`config.mk`:
```
export PLATFORM = sky130hd
export DESIGN_NAME = stack_machine_executor_flat
export DESIGN_NICKNAME = d
export VERILOG_FILES = /design/src/hw/rtl/sme_pkg.sv /design/src/hw/rtl/sme_if.sv /design/src/hw/rtl/stack_machine_executor.sv /design/src/flat_wrapper.sv
export SDC_FILE = /design/constraint.sdc
export NUM_CORES = 2
export LEC_CHECK = 0
export BUFFER_PORTS_ARGS = -buffer_cell sky130_fd_sc_hd__buf_2
export CAP_MARGIN = 0
export CORE_MARGIN = 2
export CORE_UTILIZATION = 60
export CTS_CLUSTER_DIAMETER = 50
export DETAILED_ROUTE_END_ITERATION = 16
export GPL_TIMING_DRIVEN = 1
export PLACE_DENSITY = 0.86
export SETUP_SLACK_MARGIN = 0.5
export SYNTH_ARGS = -nofsm -noshare
export SYNTH_HDL_FRONTEND = slang
export SYNTH_SLANG_ARGS = --single-unit
export TNS_END_PERCENT = 1
```
`constraint.sdc`:
```
create_clock -name clk -period 11.8 [get_ports clk]
set_clock_uncertainty 0.05 [all_clocks]
set_input_delay 1.77 -clock clk [delete_from_list [all_inputs] [get_ports clk]]
set_output_delay 1.77 -clock clk [all_outputs]
set_load 0.05 [all_outputs]
```
`src/hw/rtl/sme_pkg.sv`:
```
// Package: opcodes, status codes and sequencer states for the stack machine executor.
`default_nettype none
package sme_pkg;
  localparam int CmdBits    = 4;
  localparam int StatusBits = 3;
  localparam int ArgBits    = 32;
  localparam int OutBits    = 32;

  typedef enum logic [3:0] {
    OP_HALT = 4'd0, OP_PUSH = 4'd1, OP_POP_REG = 4'd2, OP_PUSH_REG = 4'd3,
    OP_DUMP = 4'd4, OP_ADD = 4'd5, OP_SUB = 4'd6, OP_MUL = 4'd7,
    OP_DIV = 4'd8, OP_SQRT = 4'd9, OP_OUT = 4'd10
  } op_t;

  typedef enum logic [2:0] {
    ST_OK = 3'd0, ST_STACK = 3'd1, ST_DIV0 = 3'd2, ST_NEG_SQRT = 3'd3,
    ST_UNKNOWN = 3'd4, ST_HALTED = 3'd5
  } status_t;

  typedef enum logic [2:0] {
    S_IDLE, S_READ_A, S_READ_B, S_ITER, S_FINISH, S_RESULT
  } state_t;
endpackage
`default_nettype wire

```
`src/hw/rtl/sme_if.sv`:
```
// Interfaces: valid/ready channels for instructions and results.
`default_nettype none
interface sme_cmd_if;
  logic                       valid;
  logic                       ready;
  logic [sme_pkg::CmdBits-1:0] cmd;
  logic signed [sme_pkg::ArgBits-1:0] arg;
  modport source (output valid, cmd, arg, input ready);
  modport sink   (input valid, cmd, arg, output ready);
endinterface

interface sme_res_if;
  logic                          valid;
  logic                          ready;
  logic                          out_valid;
  logic signed [sme_pkg::OutBits-1:0] out_value;
  logic [sme_pkg::StatusBits-1:0] status;
  logic                          halted;
  modport source (output valid, out_valid, out_value, status, halted, input ready);
  modport sink   (input valid, out_valid, out_value, status, halted, output ready);
endinterface
`default_nettype wire

```
`src/hw/rtl/stack_machine_executor.sv`:
```
// Top level: stack machine executor with an iterative shared arithmetic unit.
//
//  channel  | modport | transfer carries
//  ---------+---------+----------------------------------------------
//  in_ch    | sink    | cmd (4b), arg (32b signed)
//  res_ch   | source  | out_valid, out_value (32b), status (3b), halted
//
//  Halt, dump, unknown, halted and push go from the transfer in to S_RESULT;
//  stack reads add a read state per operand (memory has a registered read port).
//  Add, sub and mul finish in one pass of the shared unit; div iterates one
//  quotient bit per cycle for WORD_BITS quotient bits, sqrt one root bit per
//  cycle for WORD_BITS/2 root bits. Div sets the worst-case spacing between
//  transfers in.
//  Reset clears level, halt flag and register valid bits; the stack memory is
//  not cleared. The result register holds until taken; a new instruction is
//  taken in the same cycle the result transfers.
`default_nettype none
module stack_machine_executor #(
  parameter int STACK_DEPTH = 64,
  parameter int REG_COUNT   = 16,
  parameter int WORD_BITS   = 32
) (
  input wire logic clk,
  input wire logic rst,
  sme_cmd_if.sink  in_ch,
  sme_res_if.source res_ch
);
  import sme_pkg::*;

  localparam int SAW = (STACK_DEPTH > 1) ? $clog2(STACK_DEPTH) : 1;
  localparam int LVW = $clog2(STACK_DEPTH + 1);
  localparam int RAW = (REG_COUNT > 1) ? $clog2(REG_COUNT) : 1;
  localparam int CW  = $clog2(WORD_BITS + 1);
  localparam int W   = WORD_BITS;

  // stack memory, one write and one registered read port
  logic [W-1:0] stack_mem [STACK_DEPTH];
  logic [W-1:0] rd_data;
  logic [SAW-1:0] rd_addr;
  logic         wr_en;
  logic [SAW-1:0] wr_addr;
  logic [W-1:0] wr_data;

  always_ff @(posedge clk) begin
    if (wr_en) stack_mem[wr_addr] <= wr_data;
    rd_data <= stack_mem[rd_addr];
  end

  // register file: flip-flops with valid bits, invalid reads as zero
  logic [W-1:0]         regs [REG_COUNT];
  logic [REG_COUNT-1:0] reg_vld;
  logic                 reg_we;
  logic [RAW-1:0]       reg_idx;
  logic [RAW-1:0]       reg_wr_idx;

  state_t state, state_next;
  logic [LVW-1:0] level, level_next;
  logic halt, halt_next;
  logic [CmdBits-1:0] op;
  logic [W-1:0] a, b, acc, rem, quo;
  logic [W-1:0] a_next, b_next, acc_next, rem_next, quo_next;
  logic [CW-1:0] cnt, cnt_next;
  logic sign_q, sign_next;
  logic r_valid, r_valid_next, r_ov, r_ov_next;
  logic [OutBits-1:0] r_val, r_val_next;
  logic [StatusBits-1:0] r_st, r_st_next;

  logic [W-1:0] imm, reg_rd, abs_a, sq_trial;
  logic [W:0]   div_trial;
  logic [W+1:0] sq_rem;
  logic         take;

  // register number is arg modulo REG_COUNT
  always_comb begin
    logic [ArgBits-1:0] au;
    au = ArgBits'(in_ch.arg);
    reg_idx = RAW'(au % ArgBits'(REG_COUNT));
  end

  assign imm    = W'({{64{in_ch.arg[ArgBits-1]}}, in_ch.arg});
  assign reg_rd = reg_vld[reg_idx] ? regs[reg_idx] : '0;

  // pop_reg writes later, so its register number is held from the transfer
  always_ff @(posedge clk) begin
    if (rst) reg_vld <= '0;
    else if (reg_we) reg_vld[reg_wr_idx] <= 1'b1;
    if (reg_we) regs[reg_wr_idx] <= rd_data;
  end

  assign abs_a = a[W-1] ? (W'(0) - a) : a;
  // restoring division step: rem holds partial remainder, quo shifts dividend bits out
  assign div_trial = {rem, quo[W-1]} - {1'b0, b};
  // sqrt step: acc is root, rem remainder, quo holds radicand bit pairs
  assign sq_rem   = {rem, quo[W-1:W-2]};
  assign sq_trial = {acc[W-3:0], 2'b01};

  assign take = in_ch.valid && in_ch.ready;
  assign in_ch.ready = (state == S_IDLE) && (!r_valid || res_ch.ready);

  always_ff @(posedge clk) begin
    if (rst) begin
      state <= S_IDLE; level <= '0; halt <= 1'b0; r_valid <= 1'b0;
    end else begin
      state <= state_next; level <= level_next; halt <= halt_next;
      r_valid <= r_valid_next;
    end
    a <= a_next; b <= b_next; acc <= acc_next; rem <= rem_next; quo <= quo_next;
    cnt <= cnt_next; sign_q <= sign_next; r_ov <= r_ov_next; r_val <= r_val_next;
    r_st <= r_st_next;
    if (take) begin
      op <= in_ch.cmd;
      reg_wr_idx <= reg_idx;
    end
  end

  always_comb begin
    state_next = state; level_next = level; halt_next = halt;
    a_next = a; b_next = b; acc_next = acc; rem_next = rem; quo_next = quo;
    cnt_next = cnt; sign_next = sign_q;
    r_valid_next = r_valid && !res_ch.ready;
    r_ov_next = r_ov; r_val_next = r_val; r_st_next = r_st;
    wr_en = 1'b0; wr_addr = SAW'(level); wr_data = imm;
    rd_addr = SAW'(level - LVW'(1)); reg_we = 1'b0;
    case (state)
      S_IDLE: if (take) begin
        r_ov_next = 1'b0; r_val_next = '0; r_st_next = ST_OK;
        state_next = S_RESULT;
        if (halt) r_st_next = ST_HALTED;
        else case (in_ch.cmd)
          OP_HALT: halt_next = 1'b1;
          OP_PUSH, OP_PUSH_REG: begin
            if (level >= LVW'(STACK_DEPTH)) begin
              r_st_next = ST_STACK; halt_next = 1'b1;
            end else begin
              wr_en = 1'b1;
              wr_data = (in_ch.cmd == OP_PUSH) ? imm : reg_rd;
              level_next = level + LVW'(1);
            end
          end
          OP_DUMP: ;
          OP_POP_REG, OP_SQRT, OP_OUT: begin
            if (level < LVW'(1)) begin
              r_st_next = ST_STACK; halt_next = 1'b1;
            end else state_next = S_READ_A;
          end
          OP_ADD, OP_SUB, OP_MUL, OP_DIV: begin
            if (level < LVW'(2)) begin
              r_st_next = ST_STACK; halt_next = 1'b1;
            end else state_next = S_READ_A;
          end
          default: r_st_next = ST_UNKNOWN;
        endcase
      end
      S_READ_A: begin
        // read of top issued last cycle; fetch next entry now
        rd_addr = SAW'(level - LVW'(2));
        a_next = rd_data;
        state_next = S_FINISH;
        case (op)
          OP_POP_REG: begin
            reg_we = 1'b1; level_next = level - LVW'(1);
          end
          OP_OUT: begin
            level_next = r_ov_next ? level : level - LVW'(1);
            r_ov_next = 1'b1;
            r_val_next = OutBits'({{64{rd_data[W-1]}}, rd_data});
          end
          OP_SQRT: begin
            if (rd_data[W-1]) r_st_next = ST_NEG_SQRT;
            else begin
              acc_next = '0; rem_next = '0; quo_next = rd_data;
              cnt_next = CW'(W / 2); state_next = S_ITER;
            end
          end
          default: state_next = S_READ_B;
        endcase
        if (op == OP_POP_REG || op == OP_OUT || (op == OP_SQRT && rd_data[W-1]))
          state_next = S_RESULT;
      end
      S_READ_B: begin
        b_next = rd_data;
        state_next = S_FINISH;
        if (op == OP_DIV) begin
          if (rd_data == '0) begin
            r_st_next = ST_DIV0; state_next = S_RESULT;
          end else begin
            rem_next = '0; quo_next = abs_a; cnt_next = CW'(W);
            state_next = S_ITER;
          end
        end
      end
      S_ITER: begin
        if (op == OP_DIV) begin
          if (!div_trial[W]) begin
            rem_next = div_trial[W-1:0];
            quo_next = {quo[W-2:0], 1'b1};
          end else begin
            rem_next = {rem[W-2:0], quo[W-1]};
            quo_next = {quo[W-2:0], 1'b0};
          end
          // b holds |b| for the whole loop, set on entry from S_READ_B
        end else begin
          if (sq_rem >= {2'b00, sq_trial}) begin
            rem_next = W'(sq_rem - {2'b00, sq_trial});
            acc_next = {acc[W-2:0], 1'b1};
          end else begin
            rem_next = W'(sq_rem);
            acc_next = {acc[W-2:0], 1'b0};
          end
          quo_next = {quo[W-3:0], 2'b00};
        end
        cnt_next = cnt - CW'(1);
        if (cnt == CW'(1)) state_next = S_FINISH;
      end
      S_FINISH: begin
        state_next = S_RESULT;
        wr_en = 1'b1;
        case (op)
          OP_ADD: wr_data = a + b;
          OP_SUB: wr_data = a - b;
          OP_MUL: wr_data = W'(a * b);
          OP_DIV: wr_data = sign_q ? (W'(0) - quo) : quo;
          OP_SQRT: wr_data = acc;
          default: wr_en = 1'b0;
        endcase
        wr_addr = SAW'(level - LVW'((op == OP_SQRT) ? 1 : 2));
        if (op != OP_SQRT && wr_en) level_next = level - LVW'(1);
      end
      S_RESULT: begin
        r_valid_next = 1'b1; state_next = S_IDLE;
      end
      default: state_next = S_IDLE;
    endcase
    // division needs |b| and the quotient sign fixed at entry to the loop
    if (state == S_READ_B && op == OP_DIV) begin
      b_next = rd_data[W-1] ? (W'(0) - rd_data) : rd_data;
      sign_next = a[W-1] ^ rd_data[W-1];
    end
  end

  assign res_ch.valid     = r_valid;
  assign res_ch.out_valid = r_ov;
  assign res_ch.out_value = r_val;
  assign res_ch.status    = r_st;
  assign res_ch.halted    = halt;
endmodule
`default_nettype wire

```
`src/flat_wrapper.sv`:
```
// flat-port wrapper written by rule: the top's interface ports become plain ports
module stack_machine_executor_flat import sme_pkg::*;
#(
  parameter int STACK_DEPTH = 64,
  parameter int REG_COUNT   = 16,
  parameter int WORD_BITS   = 32
)
  (clk, rst, in_ch_valid, in_ch_cmd, in_ch_arg, in_ch_ready, res_ch_valid, res_ch_out_valid, res_ch_out_value, res_ch_status, res_ch_halted, res_ch_ready);
  sme_cmd_if in_ch_i ();
  sme_res_if res_ch_i ();
  input wire logic clk;
  input wire logic rst;
  input wire logic [$bits(in_ch_i.valid)-1:0] in_ch_valid;
  input wire logic [$bits(in_ch_i.cmd)-1:0] in_ch_cmd;
  input wire logic [$bits(in_ch_i.arg)-1:0] in_ch_arg;
  output wire logic [$bits(in_ch_i.ready)-1:0] in_ch_ready;
  output wire logic [$bits(res_ch_i.valid)-1:0] res_ch_valid;
  output wire logic [$bits(res_ch_i.out_valid)-1:0] res_ch_out_valid;
  output wire logic [$bits(res_ch_i.out_value)-1:0] res_ch_out_value;
  output wire logic [$bits(res_ch_i.status)-1:0] res_ch_status;
  output wire logic [$bits(res_ch_i.halted)-1:0] res_ch_halted;
  input wire logic [$bits(res_ch_i.ready)-1:0] res_ch_ready;
  assign in_ch_i.valid = in_ch_valid;
  assign in_ch_i.cmd = in_ch_cmd;
  assign in_ch_i.arg = in_ch_arg;
  assign in_ch_ready = in_ch_i.ready;
  assign res_ch_valid = res_ch_i.valid;
  assign res_ch_out_valid = res_ch_i.out_valid;
  assign res_ch_out_value = res_ch_i.out_value;
  assign res_ch_status = res_ch_i.status;
  assign res_ch_halted = res_ch_i.halted;
  assign res_ch_i.ready = res_ch_ready;
  stack_machine_executor #(.STACK_DEPTH(STACK_DEPTH), .REG_COUNT(REG_COUNT), .WORD_BITS(WORD_BITS)) u_core (.clk(clk), .rst(rst), .in_ch(in_ch_i), .res_ch(res_ch_i));
endmodule
```
==> results summary <==
The initial antenna violation count is between 50 and 60. The first global-routing pass estimated around 620,000 um of wire. The core box area came out at 0.222 sq mm.

The actual slew at the worst max-slew pin came out at between 1500 and 2000 ps. The cell type with the highest occurrence count on the critical path is sky130_fd_sc_hd__fa_1. The number of DRC markers after the initial detailed-route iteration is ~15,000. The accumulated negative setup slack is 0 ps. The post-route cell area is between 0.1 and 0.15 sq mm. The synthesized area per cell is approximately 16 sq um. In this run, distinct cell masters in the synthesized netlist total 95.

The number of synthesized register bits is 2,831. The buffer cell driving the clock tree root is sky130_fd_sc_hd__clkbuf_16. After synthesis, the cell types taking the most area are sky130_fd_sc_hd__edfxtp_1 62%, sky130_fd_sc_hd__mux4_2 12%, sky130_fd_sc_hd__fa_1 6.1%, sky130_fd_sc_hd__ha_1 2.2%, sky130_fd_sc_hd__a21oi_1 1.4%.

The floorplan step set the die height to around 480 um. The number of buffers added to fix hold violations after cts came out at 0. The number of enable flip-flop cells after synthesis is approximately 2,800. The checks that failed: max-capacitance violations, max-slew violations. The setup path with the least slack is of type reg -> reg. The number of cells produced by synthesis is about 8,200. The hold violation count in the final report came out at 0. The number of global-route vias before repair came out at around 84,000. In the synthesized netlist the dominant register cell turns out to be sky130_fd_sc_hd__edfxtp_1. The number of antenna-violating nets in the routed design came out at 0. The synthesized netlist occupies a cell area of 0.134 sq mm.

The H-tree depth is 5. Across the run, the number of max-cap violations was 2. The minimum clock period after layout came out at about 9700 ps. The critical path data arrival time came out at ~10,000 ps. The post-route fraction of the period consumed by the critical path is between 80 and 90%. The final non-filler cell total is around 12,000. The via total after detailed routing is between 80,000 and 90,000.

The number of nets in the finished design is approximately 9,100. The final number of setup-violating endpoints is 0. The length of the first detailed-routing pass in iterations came out at 13.

The required time reported for the critical path endpoint came out at 12,460 ps. Summed over all nets, the half-perimeter wirelength after detailed placement is 243,000 um. The top-area cell type share of the netlist area is 62.1%. The number of gates resized after cts is 0. The maximum number of pins on one net before global-route repair came out at between 100 and 150. The met3 track utilization from global routing is a little under an eighth. Setup repair after global routing left no endpoint under its margin. The overall die area is 0.227 sq mm. The worst hold path belongs to the class reg -> reg. The I/O pin count is between 70 and 80.

The largest fanout of any net on the critical path is 33. The number of sinks handled by clock tree synthesis came out at between 2,000 and 3,000. The critical path goes through and2_1, fa_1, inv_1, fa_1, fa_1, fa_1, inv_1, fa_1, ha_1, fa_1, fa_1, ha_1, nand3_1, a211oi_1, or4_1, o221ai_1, a32oi_1, a31oi_1, a21oi_1, o21ai_4, buf_4. The global routing stage identified its most utilized layer as met2. The number of pins exceeding their max-slew limit in the final report is 5. The global-route congestion overflow total is 0. The share of post-route cells with drive strength above 1 is between 10% and 20%. The final critical-path setup slack is 2130 ps. The synthesis-to-finish area growth is 11.2%. The share of flip-flops with an asynchronous set or reset after synthesis came out at 0%.

For this run, global-route usage on met1 was measured as 45.8%. The number of fill cells came out at between 10,000 and 15,000. The count of standard-cell rows is about 170. The count of buffers inserted at the top-level ports came out at just under 80. For this run, design rule violations remaining after detail routing come to 0. The highest clock rate came out at between 100 and 150 MHz. In this run, CTS created clock tree buffers numbering around 300. The chip width came out at 477 um. The setup slack after placement came out at between 2000 and 3000 ps.

The cell area reported after detailed placement came out at 0.139 sq mm. The routability congestion estimate from global placement is 1.04. The share of the yosys chip area belonging to registers came out at ~63%. The worst slew slack as a fraction of its limit came out at -9.51%. The largest individual stage delay along the critical path comes from the cell sky130_fd_sc_hd__edfxtp_1. The number of warnings reported in the yosys synthesis log came out at 0. The global routing usage on met2 is slightly below 60%. The worst setup path is launched from a flop.

The reg2reg setup slack is 2130 ps. For the worst-skew pair, the clock arrives at the later sink with an insertion delay of 1000 ps. The clock tree buffer depth came out at 4. The clock-pin slew on the worst setup and hold paths came out at roughly 70 ps. Summed over all instances, the cell type with the most area after synthesis is sky130_fd_sc_hd__edfxtp_1. The via density per instance is 7.26. Global routing consumed, over all layers together, between 30% and 40% of the routing resources. The critical path capture point type is a flop. The number of cells after detailed placement is 11,100. Once the floorplan was initialized, standard cells occupied 60.4% of the core. The number of nets in the synthesized netlist is between 8,000 and 9,000.

The delay contributed by the slowest stage of the critical path came out at 1130 ps. TritonCTS built the clock tree. The run finished, with violations left. The total routed wirelength came out at about 440,000 um.

The average wire per standard cell is 37.9 um. The number of buffers inserted to repair setup after CTS came out at 0.
[routing by layer]
metal	routed length (um)	vias up
li1	-	31800
met1	133000	42000
met2	203000	8428
met3	58100	2148
met4	47000	52
met5	377	-
[flip-flops by register name, indices dropped and copies added, names as in the netlist, 6 cells and up]
register                 count
u_core.stack_mem          2048
u_core.regs                512
u_core.a                    32
u_core.acc                  32
u_core.b                    32
u_core.quo                  32
u_core.rd_data              32
u_core.rem                  32
u_core.res_ch.out_value     32
u_core.reg_vld              16
u_core.level                 7
u_core.cnt                   6
[kinds of logic (layout without fill, tap and decap cells)]
family	after synthesis	in the layout	synth area share [%]
compound gates	1061	1061	4.99
xor+xnor	291	291	1.91
fa+ha+maj	643	643	8.30
buf+inv	947	1341	2.78
flops	2831	2831	63.0
mux	896	896	13.3
other cells	0	28	0
simple gates	1560	1560	5.78
[final cells by class]
type                    instances  area, sq um  share of cell area (%)
multi-input cells            4451        47200                    31.6
diodes                         28         70.1                  0.0470
well taps                    2975         3720                    2.50
clock inverters               179         1660                    1.11
inverters                     495         1860                    1.25
flip-flops and latches       2831        84400                    56.6
clock buffers                 350         7890                    5.30
repair buffers                317         2300                    1.54
[Yosys cell counts (11+ instances only)]
| library cell | number |
|---|---|
| sky130_fd_sc_hd__inv_1 | 489 |
| sky130_fd_sc_hd__nor4_1 | 18 |
| sky130_fd_sc_hd__o21ai_1 | 23 |
| sky130_fd_sc_hd__clkbuf_1 | 314 |
| sky130_fd_sc_hd__o22ai_1 | 17 |
| sky130_fd_sc_hd__buf_1 | 36 |
| sky130_fd_sc_hd__o21bai_1 | 11 |
| sky130_fd_sc_hd__a31oi_1 | 31 |
| sky130_fd_sc_hd__ha_1 | 232 |
| sky130_fd_sc_hd__mux2i_1 | 175 |
| sky130_fd_sc_hd__nor3_1 | 56 |
| sky130_fd_sc_hd__and3_1 | 43 |
| sky130_fd_sc_hd__xor2_1 | 104 |
| sky130_fd_sc_hd__nand3_1 | 52 |
| sky130_fd_sc_hd__a211oi_1 | 153 |
| sky130_fd_sc_hd__nand3b_1 | 12 |
| sky130_fd_sc_hd__a21o_1 | 33 |
| sky130_fd_sc_hd__or3_1 | 21 |
| sky130_fd_sc_hd__or4_1 | 11 |
| sky130_fd_sc_hd__nand2_1 | 444 |
| sky130_fd_sc_hd__edfxtp_1 | 2771 |
| sky130_fd_sc_hd__mux4_2 | 704 |
| sky130_fd_sc_hd__o41ai_1 | 16 |
| sky130_fd_sc_hd__a21oi_1 | 380 |
| sky130_fd_sc_hd__nor3b_1 | 11 |
| sky130_fd_sc_hd__dfxtp_1 | 60 |
| sky130_fd_sc_hd__fa_1 | 411 |
| sky130_fd_sc_hd__nor2_1 | 373 |
| sky130_fd_sc_hd__xnor2_1 | 186 |
| sky130_fd_sc_hd__a221oi_1 | 13 |
| sky130_fd_sc_hd__buf_2 | 89 |
| sky130_fd_sc_hd__nor2b_1 | 154 |
| sky130_fd_sc_hd__o21ai_0 | 179 |
| sky130_fd_sc_hd__o21a_1 | 25 |
| sky130_fd_sc_hd__o211ai_1 | 16 |
| sky130_fd_sc_hd__o2bb2ai_1 | 15 |
| sky130_fd_sc_hd__o221ai_1 | 24 |
| sky130_fd_sc_hd__and2_1 | 269 |
| sky130_fd_sc_hd__o31ai_1 | 36 |
| sky130_fd_sc_hd__nand2b_1 | 31 |
| sky130_fd_sc_hd__nand4_1 | 23 |
[cell usage in the layout, fill, tap and decap left out, drive strengths merged, types with 23 or more instances in the layout]
master  instances
edfxtp       2771
xnor2         187
diode          28
o31ai          36
xor2          104
a31oi          31
ha            232
mux2i         175
nor2          373
a211oi        154
nor3           57
nand2         447
fa            411
and3           43
nor2b         155
o21ai         203
mux4          704
o221ai         24
nand3          52
inv           509
bufinv         24
clkbuf        351
dfxtp          60
o21a           25
nand2b         31
clkinv        126
and2          270
a21o           33
a21oi         381
nand4          23
buf           316
[worst max-delay path: cells and delay by family, from the launching register on]
family	cells	cell delay, ps
adders and majority gates	9	4000
and+or+nand+nor	3	960
AOI/OAI and AO/OA	6	2590
buffers and inverters	3	640
DFF	1	1130
[final timing paths]
check,start,endpoint,cells past startpoint
max,u_core.b[4],u_core.stack_mem[32][18],21
min,u_core.reg_vld[15],u_core.reg_vld[15],2
max reg2reg,u_core.b[4],u_core.stack_mem[32][18],21
min reg2reg,u_core.reg_vld[15],u_core.reg_vld[15],2
[stage by stage]
| step | utilization (%) | hold slack [ps] |
|---|---|---|
| final | 67.1 | 439 |
| after global routing | 67.1 | 472 |
| after CTS | 67.0 | 451 |
| after detailed placement | 62.7 | 409 |
| after global placement | 62.7 | 394 |
| after floorplan | - | 385 |
Power is not shown: default switching activity piles up to over one toggle a cycle in this logic, so the estimate is an artifact.
